$ cat config.mk
export PLATFORM = sky130hd
export DESIGN_NAME = sha256_stream_hasher_flat
export DESIGN_NICKNAME = d
export VERILOG_FILES = /design/src/rtl/sha_pkg.sv /design/src/rtl/sha_if.sv /design/src/rtl/sha_datapath.sv /design/src/rtl/sha_control.sv /design/src/rtl/sha256_stream_hasher.sv /design/src/flat_wrapper.sv
export VERILOG_INCLUDE_DIRS = /design/src /design/src/rtl
export SDC_FILE = /design/constraint.sdc
export NUM_CORES = 2
export LEC_CHECK = 0
export BUFFER_PORTS_ARGS = -buffer_cell sky130_fd_sc_hd__buf_2
export CAP_MARGIN = 10
export CORE_MARGIN = 2
export CORE_UTILIZATION = 30
export CTS_CLUSTER_SIZE = 8
export DETAILED_ROUTE_END_ITERATION = 6
export SYNTH_ARGS = -nofsm -noshare
export SYNTH_HDL_FRONTEND = slang
export SYNTH_SLANG_ARGS = --single-unit
export TNS_END_PERCENT = 10
$ cat constraint.sdc
create_clock -name clock -period 20.5 [get_ports clock]
set_input_delay 5.125 -clock clock [delete_from_list [all_inputs] [get_ports clock]]
set_output_delay 5.125 -clock clock [all_outputs]
set_load 0.005 [all_outputs]
$ cat src/rtl/sha256_stream_hasher_defines.svh
// Assertion macros for the stream hasher.
`ifndef SHA256_STREAM_HASHER_DEFINES_SVH
`define SHA256_STREAM_HASHER_DEFINES_SVH
`ifndef NO_ASSERTIONS
`define SSH_ASSERT_IMPL(label, clk, rst, ante, cons) \
   label: assert property (@(posedge clk) disable iff (rst) (ante) |-> (cons)) \
      else $error("assertion failed");
`define SSH_ASSERT_NEXT(label, clk, rst, ante, cons) \
   label: assert property (@(posedge clk) disable iff (rst) (ante) |=> (cons)) \
      else $error("assertion failed");
`else
`define SSH_ASSERT_IMPL(label, clk, rst, ante, cons)
`define SSH_ASSERT_NEXT(label, clk, rst, ante, cons)
`endif
`endif

$ cat src/rtl/sha_pkg.sv
package sha_pkg;
   typedef logic [31:0] word_type;

   localparam int unsigned WordCount = 8;
   localparam int unsigned BlockWords = 16;
   localparam int unsigned Rounds = 64;

   typedef struct packed {
      logic       load_byte;
      logic [7:0] byte_value;
      logic       count_byte;
      logic       start_block;
      logic       round_step;
      logic       finish_block;
      logic       reset_message;
   } dp_cmd_type;

   typedef struct packed {
      logic [5:0] byte_position;
      logic [6:0] round_number;
      logic [63:0] bit_length;
   } dp_status_type;

   localparam word_type InitHash [WordCount] = '{
      32'h6a09e667, 32'hbb67ae85, 32'h3c6ef372, 32'ha54ff53a,
      32'h510e527f, 32'h9b05688c, 32'h1f83d9ab, 32'h5be0cd19};

   localparam word_type RoundConst [Rounds] = '{
      32'h428a2f98, 32'h71374491, 32'hb5c0fbcf, 32'he9b5dba5,
      32'h3956c25b, 32'h59f111f1, 32'h923f82a4, 32'hab1c5ed5,
      32'hd807aa98, 32'h12835b01, 32'h243185be, 32'h550c7dc3,
      32'h72be5d74, 32'h80deb1fe, 32'h9bdc06a7, 32'hc19bf174,
      32'he49b69c1, 32'hefbe4786, 32'h0fc19dc6, 32'h240ca1cc,
      32'h2de92c6f, 32'h4a7484aa, 32'h5cb0a9dc, 32'h76f988da,
      32'h983e5152, 32'ha831c66d, 32'hb00327c8, 32'hbf597fc7,
      32'hc6e00bf3, 32'hd5a79147, 32'h06ca6351, 32'h14292967,
      32'h27b70a85, 32'h2e1b2138, 32'h4d2c6dfc, 32'h53380d13,
      32'h650a7354, 32'h766a0abb, 32'h81c2c92e, 32'h92722c85,
      32'ha2bfe8a1, 32'ha81a664b, 32'hc24b8b70, 32'hc76c51a3,
      32'hd192e819, 32'hd6990624, 32'hf40e3585, 32'h106aa070,
      32'h19a4c116, 32'h1e376c08, 32'h2748774c, 32'h34b0bcb5,
      32'h391c0cb3, 32'h4ed8aa4a, 32'h5b9cca4f, 32'h682e6ff3,
      32'h748f82ee, 32'h78a5636f, 32'h84c87814, 32'h8cc70208,
      32'h90befffa, 32'ha4506ceb, 32'hbef9a3f7, 32'hc67178f2};

   function automatic word_type rotr(word_type v, int unsigned n);
      return (v >> n) | (v << (32 - n));
   endfunction
endpackage

$ cat src/rtl/sha_if.sv
interface sha_req_if;
   logic       valid;
   logic       ready;
   logic [7:0] data_byte;
   logic       byte_valid;
   logic       last;
   modport source (output valid, data_byte, byte_valid, last, input ready);
   modport sink (input valid, data_byte, byte_valid, last, output ready);
endinterface

interface sha_rsp_if;
   logic        valid;
   logic        ready;
   logic [31:0] digest_word;
   logic [2:0]  word_index;
   logic        last_word;
   modport source (output valid, digest_word, word_index, last_word, input ready);
   modport sink (input valid, digest_word, word_index, last_word, output ready);
endinterface

$ cat src/rtl/sha_datapath.sv
module sha_datapath
   import sha_pkg::*;
(
   input  logic          clock,
   input  logic          reset,
   input  dp_cmd_type    cmd,
   input  logic [2:0]    read_index,
   output dp_status_type status,
   output word_type      hash_word
);
   word_type hash_ff [WordCount];
   word_type work_ff [WordCount];
   word_type sched_ff [BlockWords];
   logic [5:0]  pos_ff;
   logic [6:0]  round_ff;
   logic [63:0] len_ff;

   word_type t1, t2, w_new, w_cur;
   logic [3:0] widx;
   logic [4:0] shift;

   assign w_cur = sched_ff[0];
   assign w_new = (rotr(sched_ff[14], 17) ^ rotr(sched_ff[14], 19) ^ (sched_ff[14] >> 10))
      + sched_ff[9] + (rotr(sched_ff[1], 7) ^ rotr(sched_ff[1], 18) ^ (sched_ff[1] >> 3))
      + sched_ff[0];
   assign t1 = work_ff[7]
      + (rotr(work_ff[4], 6) ^ rotr(work_ff[4], 11) ^ rotr(work_ff[4], 25))
      + ((work_ff[4] & work_ff[5]) ^ (~work_ff[4] & work_ff[6]))
      + RoundConst[round_ff[5:0]] + w_cur;
   assign t2 = (rotr(work_ff[0], 2) ^ rotr(work_ff[0], 13) ^ rotr(work_ff[0], 22))
      + ((work_ff[0] & work_ff[1]) ^ (work_ff[0] & work_ff[2]) ^ (work_ff[1] & work_ff[2]));
   assign widx = pos_ff[5:2];
   assign shift = {3'(2'd3 - pos_ff[1:0]), 2'b00} << 1;

   always_ff @(posedge clock) begin
      if (reset) begin
         pos_ff <= '0;
         round_ff <= '0;
         len_ff <= '0;
         for (int i = 0; i < WordCount; i++) hash_ff[i] <= InitHash[i];
      end else begin
         if (cmd.load_byte) begin
            sched_ff[widx] <= (sched_ff[widx] & ~(32'hff << shift))
               | (32'(cmd.byte_value) << shift);
            pos_ff <= pos_ff + 6'd1;
         end
         if (cmd.count_byte) len_ff <= len_ff + 64'd8;
         if (cmd.start_block) begin
            for (int i = 0; i < WordCount; i++) work_ff[i] <= hash_ff[i];
            round_ff <= '0;
         end
         if (cmd.round_step) begin
            work_ff[7] <= work_ff[6];
            work_ff[6] <= work_ff[5];
            work_ff[5] <= work_ff[4];
            work_ff[4] <= work_ff[3] + t1;
            work_ff[3] <= work_ff[2];
            work_ff[2] <= work_ff[1];
            work_ff[1] <= work_ff[0];
            work_ff[0] <= t1 + t2;
            for (int i = 0; i < BlockWords - 1; i++) sched_ff[i] <= sched_ff[i + 1];
            sched_ff[BlockWords - 1] <= w_new;
            round_ff <= round_ff + 7'd1;
         end
         if (cmd.finish_block) begin
            for (int i = 0; i < WordCount; i++) hash_ff[i] <= hash_ff[i] + work_ff[i];
            round_ff <= '0;
         end
         if (cmd.reset_message) begin
            for (int i = 0; i < WordCount; i++) hash_ff[i] <= InitHash[i];
            len_ff <= '0;
            pos_ff <= '0;
         end
      end
   end

   assign status.byte_position = pos_ff;
   assign status.round_number = round_ff;
   assign status.bit_length = len_ff;
   assign hash_word = hash_ff[read_index];
endmodule

$ cat src/rtl/sha_control.sv
module sha_control
   import sha_pkg::*;
(
   input  logic          clock,
   input  logic          reset,
   sha_req_if.sink       req,
   sha_rsp_if.source     rsp,
   input  dp_status_type status,
   input  word_type      hash_word,
   output dp_cmd_type    cmd,
   output logic [2:0]    read_index
);
   localparam logic [2:0] StIdle = 3'd0;
   localparam logic [2:0] StRound = 3'd1;
   localparam logic [2:0] StFinish = 3'd2;
   localparam logic [2:0] StPad = 3'd3;
   localparam logic [2:0] StOut = 3'd4;

   logic [2:0] state_ff, state_in;
   logic       closing_ff, closing_in;
   logic       out_valid_ff, out_valid_in;
   logic [2:0] idx_ff, idx_in;
   word_type   word_ff, word_in;
   logic       pad_done_ff, pad_done_in;
   logic       pad_wrap_ff, pad_wrap_in;
   logic       accept, byte_fill, block_full, pad_fill;
   logic [7:0] pad_byte;
   logic [2:0] len_sel;

   assign accept = req.valid && req.ready;
   assign req.ready = (state_ff == StIdle);
   assign byte_fill = accept && req.byte_valid;
   assign block_full = (status.byte_position == 6'd63);
   assign len_sel = status.byte_position[2:0];
   assign pad_byte = (status.byte_position >= 6'd56 && !pad_wrap_ff)
      ? 8'(status.bit_length >> {3'd7 - len_sel, 3'b000}) : 8'h00;

   // When the end marker lands in the last eight bytes of a block, that block is
   // closed with zeros and the length goes into the next one.
   always_comb begin
      cmd = '0;
      state_in = state_ff;
      closing_in = closing_ff;
      out_valid_in = out_valid_ff;
      idx_in = idx_ff;
      word_in = word_ff;
      pad_wrap_in = pad_wrap_ff;
      pad_fill = 1'b0;
      unique case (state_ff)
         StIdle: begin
            pad_wrap_in = 1'b0;
            if (accept) begin
               closing_in = req.last;
               idx_in = '0;
               if (req.byte_valid) begin
                  cmd.load_byte = 1'b1;
                  cmd.byte_value = req.data_byte;
                  cmd.count_byte = 1'b1;
                  if (block_full) begin
                     cmd.start_block = 1'b1;
                     state_in = StRound;
                  end else if (req.last) begin
                     state_in = StPad;
                  end
               end else if (req.last) begin
                  state_in = StPad;
               end
            end
         end
         StPad: begin
            pad_fill = 1'b1;
            cmd.load_byte = 1'b1;
            cmd.byte_value = (idx_ff == 3'd0) ? 8'h80 : pad_byte;
            idx_in = 3'd1;
            if (status.byte_position == 6'd63) pad_wrap_in = 1'b0;
            else if (idx_ff == 3'd0 && status.byte_position >= 6'd56) pad_wrap_in = 1'b1;
            if (block_full) begin
               cmd.start_block = 1'b1;
               state_in = StRound;
            end
         end
         StRound: begin
            cmd.round_step = 1'b1;
            if (status.round_number == 7'(Rounds - 1)) state_in = StFinish;
         end
         StFinish: begin
            cmd.finish_block = 1'b1;
            if (!closing_ff) state_in = StIdle;
            else if (pad_done_ff) begin
               state_in = StOut;
               idx_in = '0;
            end else state_in = StPad;
         end
         StOut: begin
            if (!out_valid_ff || rsp.ready) begin
               if (out_valid_ff && idx_ff == 3'd7) begin
                  out_valid_in = 1'b0;
                  cmd.reset_message = 1'b1;
                  state_in = StIdle;
               end else begin
                  if (out_valid_ff) idx_in = idx_ff + 3'd1;
                  out_valid_in = 1'b1;
                  word_in = out_valid_ff ? hash_word : hash_word;
               end
            end
         end
         default: state_in = StIdle;
      endcase
   end

   assign pad_done_in = (state_ff == StIdle) ? 1'b0
      : (pad_fill && status.byte_position == 6'd63 && idx_ff == 3'd1 && !pad_wrap_ff)
         ? 1'b1 : pad_done_ff;

   assign read_index = (state_ff == StOut && out_valid_ff) ? idx_ff + 3'd1 : idx_ff;

   always_ff @(posedge clock) begin
      if (reset) begin
         state_ff <= StIdle;
         closing_ff <= 1'b0;
         out_valid_ff <= 1'b0;
         idx_ff <= '0;
         pad_done_ff <= 1'b0;
         pad_wrap_ff <= 1'b0;
      end else begin
         state_ff <= state_in;
         closing_ff <= closing_in;
         out_valid_ff <= out_valid_in;
         idx_ff <= (state_ff == StOut && !out_valid_ff) ? 3'd0 : idx_in;
         pad_done_ff <= pad_done_in;
         pad_wrap_ff <= pad_wrap_in;
      end
      word_ff <= word_in;
   end

   assign rsp.valid = out_valid_ff;
   assign rsp.digest_word = word_ff;
   assign rsp.word_index = idx_ff;
   assign rsp.last_word = (idx_ff == 3'd7);
endmodule

$ cat src/rtl/sha256_stream_hasher.sv
// A byte that completes a block starts compression: the working registers are loaded,
// 64 rounds run and the hash is updated; no new byte is accepted until that is done.
// Closing a message pads byte by byte, then compresses one or two blocks and
// delivers eight words, one per cycle while the consumer is ready.
// Synchronous reset loads the initial hash value and clears length and position.
`include "sha256_stream_hasher_defines.svh"
module sha256_stream_hasher
   import sha_pkg::*;
(
   input logic       clock,
   input logic       reset,
   sha_req_if.sink   req,
   sha_rsp_if.source rsp
);
   dp_cmd_type    cmd;
   dp_status_type status;
   word_type      hash_word;
   logic [2:0]    read_index;

   sha_datapath u_dp (
      .clock(clock), .reset(reset), .cmd(cmd), .read_index(read_index),
      .status(status), .hash_word(hash_word));

   sha_control u_ctl (
      .clock(clock), .reset(reset), .req(req), .rsp(rsp), .status(status),
      .hash_word(hash_word), .cmd(cmd), .read_index(read_index));

   `SSH_ASSERT_IMPL(a_no_accept_busy, clock, reset, cmd.round_step, !req.ready)
   `SSH_ASSERT_NEXT(a_reset_clears, clock, reset, cmd.reset_message, status.byte_position == 6'd0)
   `SSH_ASSERT_IMPL(a_no_out_in_round, clock, reset, cmd.round_step, !rsp.valid)
endmodule
$ cat src/flat_wrapper.sv
// flat-port wrapper written by rule: the top's interface ports become plain ports
module sha256_stream_hasher_flat import sha_pkg::*;
  (clock, reset, req_valid, req_data_byte, req_byte_valid, req_last, req_ready, rsp_valid, rsp_digest_word, rsp_word_index, rsp_last_word, rsp_ready);
  sha_req_if req_i ();
  sha_rsp_if rsp_i ();
  input logic clock;
  input logic reset;
  input wire logic [$bits(req_i.valid)-1:0] req_valid;
  input wire logic [$bits(req_i.data_byte)-1:0] req_data_byte;
  input wire logic [$bits(req_i.byte_valid)-1:0] req_byte_valid;
  input wire logic [$bits(req_i.last)-1:0] req_last;
  output wire logic [$bits(req_i.ready)-1:0] req_ready;
  output wire logic [$bits(rsp_i.valid)-1:0] rsp_valid;
  output wire logic [$bits(rsp_i.digest_word)-1:0] rsp_digest_word;
  output wire logic [$bits(rsp_i.word_index)-1:0] rsp_word_index;
  output wire logic [$bits(rsp_i.last_word)-1:0] rsp_last_word;
  input wire logic [$bits(rsp_i.ready)-1:0] rsp_ready;
  assign req_i.valid = req_valid;
  assign req_i.data_byte = req_data_byte;
  assign req_i.byte_valid = req_byte_valid;
  assign req_i.last = req_last;
  assign req_ready = req_i.ready;
  assign rsp_valid = rsp_i.valid;
  assign rsp_digest_word = rsp_i.digest_word;
  assign rsp_word_index = rsp_i.word_index;
  assign rsp_last_word = rsp_i.last_word;
  assign rsp_i.ready = rsp_ready;
  sha256_stream_hasher u_core (.clock(clock), .reset(reset), .req(req_i), .rsp(rsp_i));
endmodule
==> results.json <==
{
  "whs_path_depth": 1,
  "cp_data_arrival_time_ns": 10.77,
  "clkSinkCount": 1144,
  "syn_inst": 7813,
  "grt_first_pass_wirelength_um": 395500,
  "fillers": 25963,
  "syn-num-nets": 8424,
  "cts_tree": "yes",
  "period_needed_ns": 10.20,
  "crit_top_cell": "inv_1",
  "area_growth_pct": 11.26,
  "endpoint_kind": "flop",
  "drt_iter0_drc": 6777,
  "initial_core_util_pct": 30.15,
  "die_w_um": 514.6,
  "status": "finished, final reports clean",
  "clk_latency_ns": 0.88,
  "ctsResizeCount": 0,
  "dp_hpwl_um": 194000,
  "synth_top_flop_cell": "edfxtp_1",
  "synth-seq-area-share_pct": 41.15,
  "post_drt_wl_per_cell_um": 24.05,
  "fin_nets": 8327,
  "critPathMaxStageDelay_ns": 0.76,
  "syn_area_per_cell_sq_um": 10.01,
  "io_buffers": 51,
  "placement.setup.worst_slack_ns": 10.42,
  "htree_levels": 4,
  "grt-ovfl-total": 0,
  "start_kind": "flop",
  "fin_crit_sh_pct": 49.77,
  "totalWireLength_um": 269700,
  "synth_top_area_cell": "edfxtp_1",
  "max_freq_ghz": 0.09801,
  "grt_start_max_net_pins": 194,
  "via_count": 61119,
  "gp_congestion": 0.9563,
  "synth_cell_types": 99,
  "relSlewSlack_pct": 14.79,
  "cts_made_buffers": 172,
  "fin_worst_hold_slack_ns": 0.4817,
  "route.detailed.drc": 0,
  "critical_path_class": "reg -> reg",
  "worst_pin_slew_ns": 1.270,
  "r2r_cells": 41,
  "die_area_sq_mm": 0.2648,
  "hold_viol": 0,
  "tns_ns": 0,
  "rsz0062_at_grt": "no",
  "placementRows": 187,
  "synth_edf_count": 928,
  "die_h_um": 514.6,
  "ant_nets": 0,
  "synth_area_sq_mm": 0.07822,
  "dr.pass1.iters": 7,
  "track_usage_pct": 19.78,
  "ys_ff_latch": 1144,
  "synthTopCellsByCount": "nand2_1, edfxtp_1, nor2_1",
  "post_route_cells_drive_above_1_share_pct": 9.437,
  "maxCapViolCount": 0,
  "timing.final.ws_setup_ns": 10.30,
  "clockBufferDepth": 4,
  "finalMaxSlewViolations": 0,
  "synthTopCellsByArea": "edfxtp_1, mux4_2, ha_1",
  "ios": 52,
  "grt_pass1_vias": 58637,
  "cp_max_fo": 25,
  "critPathSlowestCell": "a2111oi_2",
  "crit_required_ns": 21.07,
  "cts_root_buf": "clkbuf_16",
  "yosys_warnings": 0,
  "holdCritPathClass": "reg -> reg",
  "fin_util_pct": 33.54,
  "core_area_sq_mm": 0.2595,
  "hold_buffers": 0,
  "synth_top_area_share_pct": 35.62,
  "grt_antenna_before_repair": 6,
  "viasPerCell": 5.451,
  "async_reset_ff_share_pct": 0,
  "synth_most_common_cell": "nand2_1",
  "clock_skew_ns": 0.09511,
  "setup_violations": 0,
  "post_cts_buffers": 0,
  "clkTransAtPathRegs_ns": 0.06
}
## critical path: cells and delay by family (launching register included)
kind	cells	cell delay (ns)
fa+ha+maj	8	3.28
compound gates	10	2.76
simple gates	10	1.52
buf+inv	8	1.16
mux	2	0.44
xor+xnor	3	0.44
flops	1	0.30
## placed cells by master, fill, tap and decap left out, types with 42 or more instances in the layout
cell       synthesis  final
nand2_1         1184   1183
edfxtp_1         928    928
nor2_1           872    867
a21oi_1          477    475
ha_1             402    402
xnor2_1          386    386
inv_1            329    327
o21ai_0          313    301
o21a_1           248    248
mux4_2           245    245
xor2_1           226    226
a21o_1           208    208
dfxtp_1          216    208
fa_1             195    195
clkbuf_16          0    174
nand3_1          132    132
buf_4              1     95
nor3_1            91     90
clkbuf_1         340     81
nand2b_1          70     69
a31oi_1           64     64
o21ai_1           64     58
mux2_2            55     55
and3_1            53     53
o21bai_1          52     52
buf_2             33     51
a211oi_1          47     47
or3_1             47     46
nor2b_1           42     42
nand4_1           42     42
## worst paths after layout
kind,slack [ns],end,from
worst min-delay path,0.48,u_core.u_dp.hash_ff[6][31]$_SDFFE_PP0P_,u_core.u_dp.hash_ff[6][31]$_SDFFE_PP0P_
worst max register to register,10.30,u_core.u_dp.work_ff[0][31]$_DFFE_PP_,u_core.u_dp.round_ff[1]$_SDFFE_PP0P_
worst max-delay path,10.30,u_core.u_dp.work_ff[0][31]$_DFFE_PP_,u_core.u_dp.round_ff[1]$_SDFFE_PP0P_
worst min register to register,0.48,u_core.u_dp.hash_ff[6][31]$_SDFFE_PP0P_,u_core.u_dp.hash_ff[6][31]$_SDFFE_PP0P_
## final cells by class
class	instances	area, sq um	share of cell area, %
multi-input combinational	5915	43450	49.92
timing repair buffer	148	1008	1.159
clock inverter	11	162.7	0.1869
tap	3402	4257	4.891
inverter	335	1260	1.448
sequential	1144	32210	37.01
antenna	1	2.502	0.002875
clock buffer	257	4686	5.384
## through the flow
| step | cell area [sq um] | std cells |
|---|---|---|
| floorplan | 78220 | 7813 |
| global placement | 82180 | 10943 |
| detailed placement | 82180 | 10943 |
| CTS | 87020 | 11211 |
| global route | 87030 | 11212 |
| finish | 87030 | 11213 |
## state kept, by name, indices dropped and copies added, names as in the netlist, named ones only
| register | flops |
|---|---|
| u_core.u_dp.sched_ff | 512 |
| u_core.u_dp.hash_ff | 256 |
| u_core.u_dp.work_ff | 256 |
| u_core.u_dp.len_ff | 61 |
| u_core.u_ctl.rsp.digest_word | 32 |
| u_core.u_dp.round_ff | 7 |
| u_core.u_dp.pos_ff | 6 |
| u_core.u_ctl.rsp.word_index | 3 |
| u_core.u_ctl.state_ff | 3 |
| u_core.u_ctl.closing_ff | 1 |
| u_core.u_ctl.pad_done_ff | 1 |
| u_core.u_ctl.pad_wrap_ff | 1 |
| u_core.u_ctl.rsp.valid | 1 |
## routing by layer
metal | GRT usage [%] | part of all wire (%) | vias up
met5 | 0 | 0.013 | -
li1 | - | - | 27674
met3 | 2.946 | 7.1 | 476
met2 | 31.58 | 46 | 2408
met1 | 26.96 | 43 | 30555
met4 | 7.500 | 4.2 | 6
## logic make-up after synthesis
kind of cell,Yosys count,share of synthesized area [%]
buf+inv,754,3.685
xor+xnor,615,6.923
flops,1144,41.15
simple gates,2644,14.39
fa+ha+maj,601,11.47
mux,334,8.281
compound gates,1721,14.10
Power is left out: the tool's default activity adds up to more than one toggle a clock period on the data nets, which glitch-free logic cannot reach.
